--- config.mk ---
export PLATFORM = sky130hd
export DESIGN_NAME = angle_relay_positioner_core
export DESIGN_NICKNAME = d
export VERILOG_FILES = /design/src/hdl/arp_pkg.sv /design/src/hdl/angle_relay_positioner_core.sv
export SDC_FILE = /design/constraint.sdc
export NUM_CORES = 2
export LEC_CHECK = 0
export BUFFER_PORTS_ARGS = -buffer_cell sky130_fd_sc_hd__buf_2
export CAP_MARGIN = 20
export CORE_MARGIN = 5
export CORE_UTILIZATION = 35
export DETAILED_ROUTE_END_ITERATION = 7
export SLEW_MARGIN = 5
export SYNTH_ARGS = -nofsm -noshare
export SYNTH_HDL_FRONTEND = slang
export SYNTH_SLANG_ARGS = --single-unit
export TNS_END_PERCENT = 1
--- constraint.sdc ---
create_clock -name clk -period 13.7 [get_ports clk]
set_clock_uncertainty 0.2 [all_clocks]
set_input_delay 2.74 -clock clk [delete_from_list [all_inputs] [get_ports clk]]
set_output_delay 2.74 -clock clk [all_outputs]
set_load 0.01 [all_outputs]
--- src/hdl/arp_pkg.sv ---
package arp_pkg;

	// register widths
	localparam int ZERO_W   = 18;
	localparam int SCALE_W  = 16;
	localparam int LIMIT_W  = 24;
	localparam int DB_W     = 20;

	// field widths
	localparam int TARGET_W = 25;
	localparam int COUNT_W  = 18;
	localparam int ANGLE_W  = 27;
	localparam int DISP_W   = 15;

	// stream word layout, input side
	localparam int IN_USER_W  = 1;
	localparam int IN_DATA_W  = 48;
	localparam int TGT_LSB    = 0;
	localparam int RAW_LSB    = TGT_LSB + TARGET_W;

	// stream word layout, output side
	localparam int OUT_DATA_W = 48;
	localparam int ANGLE_LSB  = 0;
	localparam int DISP_LSB   = ANGLE_LSB + ANGLE_W;
	localparam int UP_BIT     = DISP_LSB + DISP_W;
	localparam int DOWN_BIT   = UP_BIT + 1;
	localparam int BUSY_BIT   = DOWN_BIT + 1;
	localparam int OUT_PAD_W  = OUT_DATA_W - BUSY_BIT - 1;

	// configuration port
	localparam int REG_IDX_W  = 2;
	localparam int CFG_DATA_W = 24;
	localparam logic [REG_IDX_W-1:0] REG_ZERO_COUNT  = 2'd0;
	localparam logic [REG_IDX_W-1:0] REG_COUNT_SCALE = 2'd1;
	localparam logic [REG_IDX_W-1:0] REG_ANGLE_LIMIT = 2'd2;
	localparam logic [REG_IDX_W-1:0] REG_DEADBAND    = 2'd3;

	// register defaults
	localparam logic [ZERO_W-1:0]  ZERO_RST  = 18'd80751;
	localparam logic [SCALE_W-1:0] SCALE_RST = 16'd35400;
	localparam logic [LIMIT_W-1:0] LIMIT_RST = 24'd10813440;
	localparam logic [DB_W-1:0]    DB_RST    = 20'd3277;

	// word kinds
	localparam logic CMD_SAMPLE = 1'b0;
	localparam logic CMD_TARGET = 1'b1;

	// relay state
	typedef enum logic [2:0] {
		MODE_IDLE = 3'b001,
		MODE_UP   = 3'b010,
		MODE_DOWN = 3'b100
	} mode_t;

endpackage

--- src/hdl/angle_relay_positioner_core.sv ---
// a result word is offered once its input word has passed the input, product, angle and result registers
// throughput: one word per cycle, set by the four register stages (input, product,
// angle, result) that advance independently under back-pressure
// reset: arst_n low clears all valid flags, the relay state, goal and latest angle,
// and loads the default values of the four configuration registers
module angle_relay_positioner_core #(
	parameter int COUNT_BITS = 18,
	parameter int FRAC_BITS  = 16
) (
	input  logic                            clk,
	input  logic                            arst_n,
	input  logic                            s_tvalid,
	output logic                            s_tready,
	// target_angle[24:0], raw_count[42:25], zero fill
	input  logic [arp_pkg::IN_DATA_W-1:0]   s_tdata,
	// cmd[0]
	input  logic [arp_pkg::IN_USER_W-1:0]   s_tuser,
	output logic                            m_tvalid,
	input  logic                            m_tready,
	// angle_now[26:0], display_tenths[41:27], drive_up[42], drive_down[43],
	// busy_res[44], zero fill
	output logic [arp_pkg::OUT_DATA_W-1:0]  m_tdata,
	input  logic                            cfg_we,
	input  logic [arp_pkg::REG_IDX_W-1:0]   cfg_index,
	input  logic [arp_pkg::CFG_DATA_W-1:0]  cfg_wdata
);
	import arp_pkg::*;

	localparam int CNT_W       = (COUNT_BITS < COUNT_W) ? COUNT_BITS : COUNT_W;
	localparam int ANGLE_SHIFT = 24 - FRAC_BITS;
	localparam int DIFF_W      = COUNT_W + 1;
	localparam int PROD_W      = DIFF_W + SCALE_W + 1;
	localparam int ERR_W       = ANGLE_W + 1;
	localparam int TEN_W       = ANGLE_W + 4;
	localparam logic [COUNT_W-1:0] COUNT_MASK = COUNT_W'((64'(1) << CNT_W) - 64'(1));
	localparam logic [PROD_W-1:0]  HALF_A     = PROD_W'((64'(1) << ANGLE_SHIFT) >> 1);
	localparam logic [TEN_W-1:0]   HALF_D     = TEN_W'((64'(1) << FRAC_BITS) >> 1);
	localparam logic [PROD_W-1:0]  ANGLE_POS  = PROD_W'((64'(1) << (ANGLE_W - 1)) - 64'(1));
	localparam logic [PROD_W-1:0]  ANGLE_NEG  = PROD_W'(64'(1) << (ANGLE_W - 1));
	localparam logic [TEN_W-1:0]   DISP_POS   = TEN_W'((64'(1) << (DISP_W - 1)) - 64'(1));
	localparam logic [TEN_W-1:0]   DISP_NEG   = TEN_W'(64'(1) << (DISP_W - 1));

	// configuration registers
	logic [ZERO_W-1:0]  zero_q;
	logic [SCALE_W-1:0] scale_q;
	logic [LIMIT_W-1:0] limit_q;
	logic [DB_W-1:0]    db_q;

	always_ff @(posedge clk or negedge arst_n) begin
		if (!arst_n) begin
			zero_q  <= ZERO_RST;
			scale_q <= SCALE_RST;
			limit_q <= LIMIT_RST;
			db_q    <= DB_RST;
		end else if (cfg_we) begin
			unique case (cfg_index)
				REG_ZERO_COUNT:  zero_q  <= cfg_wdata[ZERO_W-1:0];
				REG_COUNT_SCALE: scale_q <= cfg_wdata[SCALE_W-1:0];
				REG_ANGLE_LIMIT: limit_q <= cfg_wdata[LIMIT_W-1:0];
				REG_DEADBAND:    db_q    <= cfg_wdata[DB_W-1:0];
				default: ;
			endcase
		end
	end

	// pipeline control
	logic valid_s1, valid_s2, valid_s3, res_valid_q;
	logic adv_s1, adv_s2, adv_s3, res_ready;

	assign res_ready = !res_valid_q || m_tready;
	assign adv_s3    = !valid_s3 || res_ready;
	assign adv_s2    = !valid_s2 || adv_s3;
	assign adv_s1    = !valid_s1 || adv_s2;
	assign s_tready  = adv_s1;
	assign m_tvalid  = res_valid_q;

	always_ff @(posedge clk or negedge arst_n) begin
		if (!arst_n) begin
			valid_s1    <= 1'b0;
			valid_s2    <= 1'b0;
			valid_s3    <= 1'b0;
			res_valid_q <= 1'b0;
		end else begin
			if (adv_s1)    valid_s1    <= s_tvalid;
			if (adv_s2)    valid_s2    <= valid_s1;
			if (adv_s3)    valid_s3    <= valid_s2;
			if (res_ready) res_valid_q <= valid_s3;
		end
	end

	// input register
	logic                       cmd_s1;
	logic signed [TARGET_W-1:0] target_s1;
	logic [COUNT_W-1:0]         raw_s1;

	always_ff @(posedge clk) begin
		if (s_tvalid && adv_s1) begin
			cmd_s1    <= s_tuser[0];
			target_s1 <= s_tdata[TGT_LSB +: TARGET_W];
			raw_s1    <= s_tdata[RAW_LSB +: COUNT_W];
		end
	end

	// count offset times scale, target clamp
	logic signed [DIFF_W-1:0]    diff_c;
	logic signed [PROD_W-1:0]    prod_c;
	logic signed [TARGET_W:0]    tgt_wide, lim_wide;
	logic signed [TARGET_W-1:0]  goal_c;

	always_comb begin
		diff_c   = $signed({1'b0, raw_s1 & COUNT_MASK}) - $signed({1'b0, zero_q & COUNT_MASK});
		prod_c   = PROD_W'(diff_c) * $signed({{(PROD_W - SCALE_W){1'b0}}, scale_q});
		tgt_wide = (TARGET_W + 1)'(target_s1);
		lim_wide = $signed({2'b00, limit_q});
		if (tgt_wide > lim_wide)
			goal_c = TARGET_W'(lim_wide);
		else if (tgt_wide < -lim_wide)
			goal_c = TARGET_W'(-lim_wide);
		else
			goal_c = target_s1;
	end

	logic                       cmd_s2;
	logic signed [PROD_W-1:0]   prod_s2;
	logic signed [TARGET_W-1:0] goal_s2;

	always_ff @(posedge clk) begin
		if (valid_s1 && adv_s2) begin
			cmd_s2  <= cmd_s1;
			prod_s2 <= prod_c;
			goal_s2 <= goal_c;
		end
	end

	// round to angle, ties away from zero, saturate
	logic                      prod_neg;
	logic [PROD_W-1:0]         prod_mag, angle_mag;
	logic signed [ANGLE_W-1:0] angle_new, angle_c, last_angle_q;

	always_comb begin
		prod_neg  = prod_s2[PROD_W-1];
		prod_mag  = prod_neg ? PROD_W'(-prod_s2) : PROD_W'(prod_s2);
		angle_mag = (prod_mag + HALF_A) >> ANGLE_SHIFT;
		if (prod_neg)
			angle_new = (angle_mag > ANGLE_NEG) ? ANGLE_W'(-ANGLE_NEG)
			                                    : ANGLE_W'(-angle_mag);
		else
			angle_new = (angle_mag > ANGLE_POS) ? ANGLE_W'(ANGLE_POS) : ANGLE_W'(angle_mag);
		angle_c = (cmd_s2 == CMD_SAMPLE) ? angle_new : last_angle_q;
	end

	always_ff @(posedge clk or negedge arst_n) begin
		if (!arst_n)
			last_angle_q <= '0;
		else if (valid_s2 && adv_s3 && cmd_s2 == CMD_SAMPLE)
			last_angle_q <= angle_new;
	end

	logic                       cmd_s3;
	logic signed [TARGET_W-1:0] goal_s3;
	logic signed [ANGLE_W-1:0]  angle_s3;

	always_ff @(posedge clk) begin
		if (valid_s2 && adv_s3) begin
			cmd_s3   <= cmd_s2;
			goal_s3  <= goal_s2;
			angle_s3 <= angle_c;
		end
	end

	// relay decision
	mode_t                      mode_q, mode_nxt;
	logic signed [TARGET_W-1:0] goal_q, goal_sel;
	logic signed [ERR_W-1:0]    err_c, db_c;

	always_comb begin
		goal_sel = (cmd_s3 == CMD_TARGET) ? goal_s3 : goal_q;
		err_c    = ERR_W'(goal_sel) - ERR_W'(angle_s3);
		db_c     = $signed({{(ERR_W - DB_W){1'b0}}, db_q});
		mode_nxt = MODE_IDLE;
		if (cmd_s3 == CMD_TARGET) begin
			// start rule: zero error or inside the band stays idle
			if (err_c == '0 || (err_c < db_c && err_c > -db_c))
				mode_nxt = MODE_IDLE;
			else if (!err_c[ERR_W-1])
				mode_nxt = MODE_UP;
			else
				mode_nxt = MODE_DOWN;
		end else begin
			unique case (mode_q) inside
				MODE_IDLE: mode_nxt = MODE_IDLE;
				MODE_UP, MODE_DOWN: begin
					// error exactly at the band edge counts as done
					if (err_c > db_c)
						mode_nxt = MODE_UP;
					else if (err_c < -db_c)
						mode_nxt = MODE_DOWN;
					else
						mode_nxt = MODE_IDLE;
				end
				default: mode_nxt = MODE_IDLE;
			endcase
		end
	end

	always_ff @(posedge clk or negedge arst_n) begin
		if (!arst_n) begin
			mode_q <= MODE_IDLE;
			goal_q <= '0;
		end else if (valid_s3 && res_ready) begin
			mode_q <= mode_nxt;
			if (cmd_s3 == CMD_TARGET)
				goal_q <= goal_s3;
		end
	end

	// tenths of a degree, ties away from zero, saturate
	logic                     ang_neg;
	logic [TEN_W-1:0]         ang_mag, ten_mag, disp_mag;
	logic signed [DISP_W-1:0] disp_c;

	always_comb begin
		ang_neg  = angle_s3[ANGLE_W-1];
		ang_mag  = ang_neg ? TEN_W'(-angle_s3) : TEN_W'(angle_s3);
		ang_mag  = {1'b0, ang_mag[TEN_W-2:0]} & TEN_W'({ANGLE_W{1'b1}});
		ten_mag  = (ang_mag << 3) + (ang_mag << 1);
		disp_mag = (ten_mag + HALF_D) >> FRAC_BITS;
		if (ang_neg)
			disp_c = (disp_mag > DISP_NEG) ? DISP_W'(-DISP_NEG) : DISP_W'(-disp_mag);
		else
			disp_c = (disp_mag > DISP_POS) ? DISP_W'(DISP_POS) : DISP_W'(disp_mag);
	end

	// result register
	logic signed [ANGLE_W-1:0] res_angle_q;
	logic signed [DISP_W-1:0]  res_disp_q;
	mode_t                     res_mode_q;

	always_ff @(posedge clk) begin
		if (valid_s3 && res_ready) begin
			res_angle_q <= angle_s3;
			res_disp_q  <= disp_c;
			res_mode_q  <= mode_nxt;
		end
	end

	assign m_tdata = {{OUT_PAD_W{1'b0}},
	                  res_mode_q != MODE_IDLE,
	                  res_mode_q == MODE_DOWN,
	                  res_mode_q == MODE_UP,
	                  res_disp_q,
	                  res_angle_q};

endmodule

# Yosys cells after proc, flatten, opt, wreduce, memory -nomap -nowiden
# Cells that the tools add are included.
# word_totals
reg_bits,341
wordCells,95
# op_classes
n_mul,1
bitwise_logic,1
n_reduce_logical,22
n_lt_le_gt_ge,10
mux,18
eq_ne,8
add_sub_neg,11
# ops
op,count
2-to-1 mux 27 bit,5
negator 27 bit,2
2-to-1 mux 25 bit,2
2-to-1 mux 15 bit,3
adder 36 x 8 -> 36 bit (second input constant),1
multiplier 19 x 17 -> 36 bit,1
2-to-1 mux 36 bit,1
negator 36 bit,1
adder 30 x 28 -> 31 bit,1
adder 31 x 16 -> 31 bit (second input constant),1
> comparator 28 x 21 -> 1 bit,1
> comparator 28 x 26 -> 1 bit (second input constant),1
> comparator 28 x 27 -> 1 bit (second input constant),1
> comparator 28 bit,1
zero test 28 bit,1
less-than comparator 28 x 21 -> 1 bit,1
less-than comparator 28 bit,1
negator 20 -> 28 bit,1
subtractor 25 x 27 -> 28 bit,1
less-than comparator 25 x 26 -> 1 bit,1
negator 24 -> 26 bit,1
> comparator 25 bit,1
2-to-1 mux 24 bit,1
subtractor 18 x 18 -> 19 bit,1
16 further kinds,39

# Longest topological paths before layout
# logic_depth
ltp_word,7
mapped_depth,39
ltp_nobuf,38

# Worst setup path before layout
# Ideal clock, no wire load.
# synth_path
path_type,register to register
start,reg zero_q[2]
end,"reg prod_s2[35], data pin"
stages_incl_launch_ff,37
path_slack_ns,4.481
t_arrival_ns,8.759
period_less_slack_ns,9.219
path_buffers,1
setup_ns,0.260
cell_sequence,dfstp_2 > inv_1 > ha_1 > nor2b_1 > o21ai_0 > a21boi_0 > o21ai_0 > a21boi_0 > o21ai_0 > a21boi_0 > o31ai_1 > a21oi_1 > a21o_1 > o41ai_1 > clkbuf_1 > nand2_1 > fa_1 > fa_1 > inv_1 > fa_1 > fa_1 > fa_1 > inv_1 > fa_1 > inv_1 > ha_1 > o21a_1 > o21ai_0 > nand2b_1 > a21boi_0 > o21ai_0 > a21o_1 > o21ba_2 > o21ai_0 > o2111ai_1 > a21oi_1 > xnor2_1
# synth_via
elab_chain_len,2
# synth_lines
element,line_no,text
"start, declared",angle_relay_positioner_core.sv:44,logic [ZERO_W-1:0] zero_q;
"start signal, assigned",angle_relay_positioner_core.sv:57,REG_ZERO_COUNT: zero_q <= cfg_wdata[ZERO_W-1:0];
subtractor 18 x 18 -> 19 bit,angle_relay_positioner_core.sv:111,"diff_c = $signed({1'b0, raw_s1 & COUNT_MASK}) - $signed({1'b0, zero_q & COUNT_MASK});"
multiplier 19 x 17 -> 36 bit,angle_relay_positioner_core.sv:112,"prod_c = PROD_W'(diff_c) * $signed({{(PROD_W - SCALE_W){1'b0}}, scale_q});"
named net prod_c[35],angle_relay_positioner_core.sv:106,logic signed [PROD_W-1:0] prod_c;
"end signal, assigned",angle_relay_positioner_core.sv:130,prod_s2 <= prod_c;
"end, declared",angle_relay_positioner_core.sv:124,logic signed [PROD_W-1:0] prod_s2;
# The timed path passes the listed nets, and every way through them passes these cells.
# A chain may end at the register's enable or synchronous reset.

# Worst setup path after layout
# Ends and elaborated chain as after synthesis.

==> metrics.txt <==
Final Hold Viols 0; top cells by area, synth fa_1 (18%), edfxtp_1 (17%), ha_1 (10%); Yosys top cell area share 0.1761; unrepaired setup endpoints after global routing no; CTS Buf Count 39; combinational family with the most area after synthesis adder cells; CTS root buffer clkbuf_16; Final #Nets approximately 4400; GR Util All Layers 0.1625; Max Clk Rate slightly below 0.1 GHz; largest net degree at the start of global routing 70; Detail Placement HPWL 67.86 mm; simple-gate area share of the yosys netlist 0.1558; H-tree level count 2; Post-Route WL a little under 90 mm; router iterations before antenna repair 5; post-synthesis compound-gate area fraction 0.1201; worst-path maximum fanout 22; Routed Antenna Nets 0; status finished, final reports clean; Setup-failing EPs final 0; Iteration-0 DRC Markers between 1500 and 2000; GRT overflow 0; row cnt approximately 120; WP data required approximately 14000 ps; crit end category flip-flop; DRC viols 0; ratio of cells with drive above 1 in the final layout 0.1141; Avg WL per Cell 17.51 um; die area approximately 110000 um2; area of the core ~100000 um2; GP Congestion 0.8541; Die Width roughly 330 um; WS Path Type reg2reg; worst min path class reg2reg; clk_lat worst skew between 500 and 600 ps; I/O pin count 130; critical path startpoint category flip-flop; initial core utilization 0.3518; maximum root-to-sink buffer count 3; Synth Cell Area around 35000 um2; hold_buf cts 0; via/cell ratio between 5 and 6; CP Data Arrival Time slightly above 10000 ps; Synth Area per Inst between 9 and 10 um2; initial antenna violation count 4; Synth cell types 100; Vias around 26000; CP top delay family compound AO/OA/AOI/OAI gates; Port Buffer Count roughly 120; area growth from synthesis to layout 9.549%; Syn Inst Count approximately 3700; post-synthesis mux area share 0.04720; Clock Sinks 341; buffers plus inverters on the worst setup path 5; period utilization 0.7498; Synth Area in Adders 0.2787; Worst Max-Slew Pin Slew 1158 ps; dominant cell type by area after synthesis fa_1; first-pass GRT wire length between 100 and 150 mm; Ys Warns 0; peak per-stage delay on the critical path 630 ps; asr flop ratio synth 0.4018; XOR/XNOR Fraction of Synth Area 0.05161; CP max stage cell fa_1; post-synthesis register bit count around 340; setup tns final 0 ps; Setup Buffers After CTS 0; minimum clock period just over 10000 ps; Maximum Capacitance Violations 0; Diodes inserted 0; Top FF cell, synth edfxtp_1; die height 326.8 um; fraction of the yosys area taken by sequential cells 0.2730; Final Max Tran Viols 0; CTS tree yes; Reg clk slew, reported paths around 60 ps; cts repair resizes 0; Max transition margin 0.2273; EDFF count, synth 204; vias in the first global route between 20000 and 30000
-- layer usage --
layer	global-route usage	vias to the layer above	routed length, um
met1	0.2286	12830	41370
met2	0.2674	538	41140
li1	-	12560	-
met5	0	-	7
met3	0.02342	107	4079
met4	0.03613	2	1811
-- through the flow --
step,instances,hold WS [ps],utilization,setup slack [ps],instance area [um2]
global route,5048,198.8,0.3854,2785,38480
floorplan,3678,200.3,-,4481,35130
detailed placement,4972,205.4,0.3714,3195,37090
finish,5048,201.5,0.3854,3428,38480
global placement,4972,204.0,0.3714,3321,37090
CTS,5044,196.0,0.3847,3141,38420
-- path summary, 6_finish.rpt --
check                           startpoint           to  slack (ps)  cells past startpoint
worst max-delay path             zero_q[2]  prod_s2[35]        3430                     36
worst min-delay path            goal_s2[6]   goal_s3[6]         200                      0
worst max register to register   zero_q[2]  prod_s2[35]        3430                     36
worst min register to register  goal_s2[6]   goal_s3[6]         200                      0
max in group asynchronous           arst_n   goal_q[15]        9820                      2
min in group asynchronous           arst_n     valid_s1        1980                      1
-- synthesized netlist by cell type (19+ instances only) --
library cell  instances
nor2_1              168
or3_1                30
nor4_1               22
nor3_1               53
xnor2_1             152
dfrtp_1             108
mux2_2              117
inv_1               519
o21a_1               32
nand2b_1             48
ha_1                288
nand4_1              36
edfxtp_1            204
o31ai_1              48
xor2_1               55
nand2_1             375
mux2i_1              34
a211oi_1             19
dfstp_2              29
clkbuf_1            132
and3_1               30
nand3_1              71
o21ai_0             132
o21bai_1             22
a21o_1               47
fa_1                309
and2_1              127
a21oi_1             112
nor2b_1              55
-- worst register-to-register path, delay by kind of cell, from the launching register on --
| family | cells | cell delay (ps) |
|---|---|---|
| AOI/OAI and AO/OA | 19 | 4260 |
| adders and majority gates | 8 | 3990 |
| xor gates and xnor gates | 1 | 90 |
| DFF | 1 | 510 |
| buffers and inverters | 5 | 480 |
| and+or+nand+nor | 3 | 460 |
-- flip-flops by register name, summed over array words and instances, names as in the netlist, 3 cells and up --
signal,cells
angle_s3,27
mode_q,3
last_angle_q,27
zero_q,18
goal_s3,25
raw_s1,18
target_s1,25
goal_s2,25
res_mode_q,3
res_disp_q,15
prod_s2,36
res_angle_q,27
scale_q,16
limit_q,24
goal_q,25
db_q,20
-- final cells by class --
cell class | instances | area [um2]
multi-input combinational | 2662 | 23080
fill | 9976 | 61370
timing repair buffer | 155 | 902.1
clock inverter | 17 | 222.7
tap | 1298 | 1624
inverter | 520 | 1952
sequential | 341 | 9590
clock buffer | 55 | 1109
-- kinds of logic after synthesis --
| family | count (synthesis) |
|---|---|
| DFF | 341 |
| and+or+nand+nor | 1091 |
| other | 1 |
| xor gates and xnor gates | 207 |
| buffers and inverters | 675 |
| AOI/OAI and AO/OA | 613 |
| adders and majority gates | 597 |
| muxes | 151 |
-- cell usage in the layout (no fill, tap or decap), types with 12 or more instances in the layout --
cell	count
o21bai_1	22
buf_2	120
a21o_1	47
clkbuf_16	41
ha_1	288
dfrtp_1	108
o211ai_1	16
o21a_1	32
nand4_1	36
o21ai_0	132
o41ai_1	12
nand2_1	375
nand2b_1	48
a21oi_1	110
fa_1	309
and2_1	125
nor4_1	21
edfxtp_1	204
nor3_1	53
and3_1	30
nor2b_1	55
or4_1	16
inv_1	518
or2_2	13
mux2i_1	34
o31ai_1	48
a21boi_0	16
buf_4	30
a31oi_1	16
nand3_1	71
o221ai_1	13
nor2_1	164
dfstp_2	29
mux2_2	117
a211oi_1	19
xor2_1	53
or3_1	30
xnor2_1	146
Power is not shown: default switching activity piles up to over one toggle a cycle in this logic, so the estimate is an artifact.
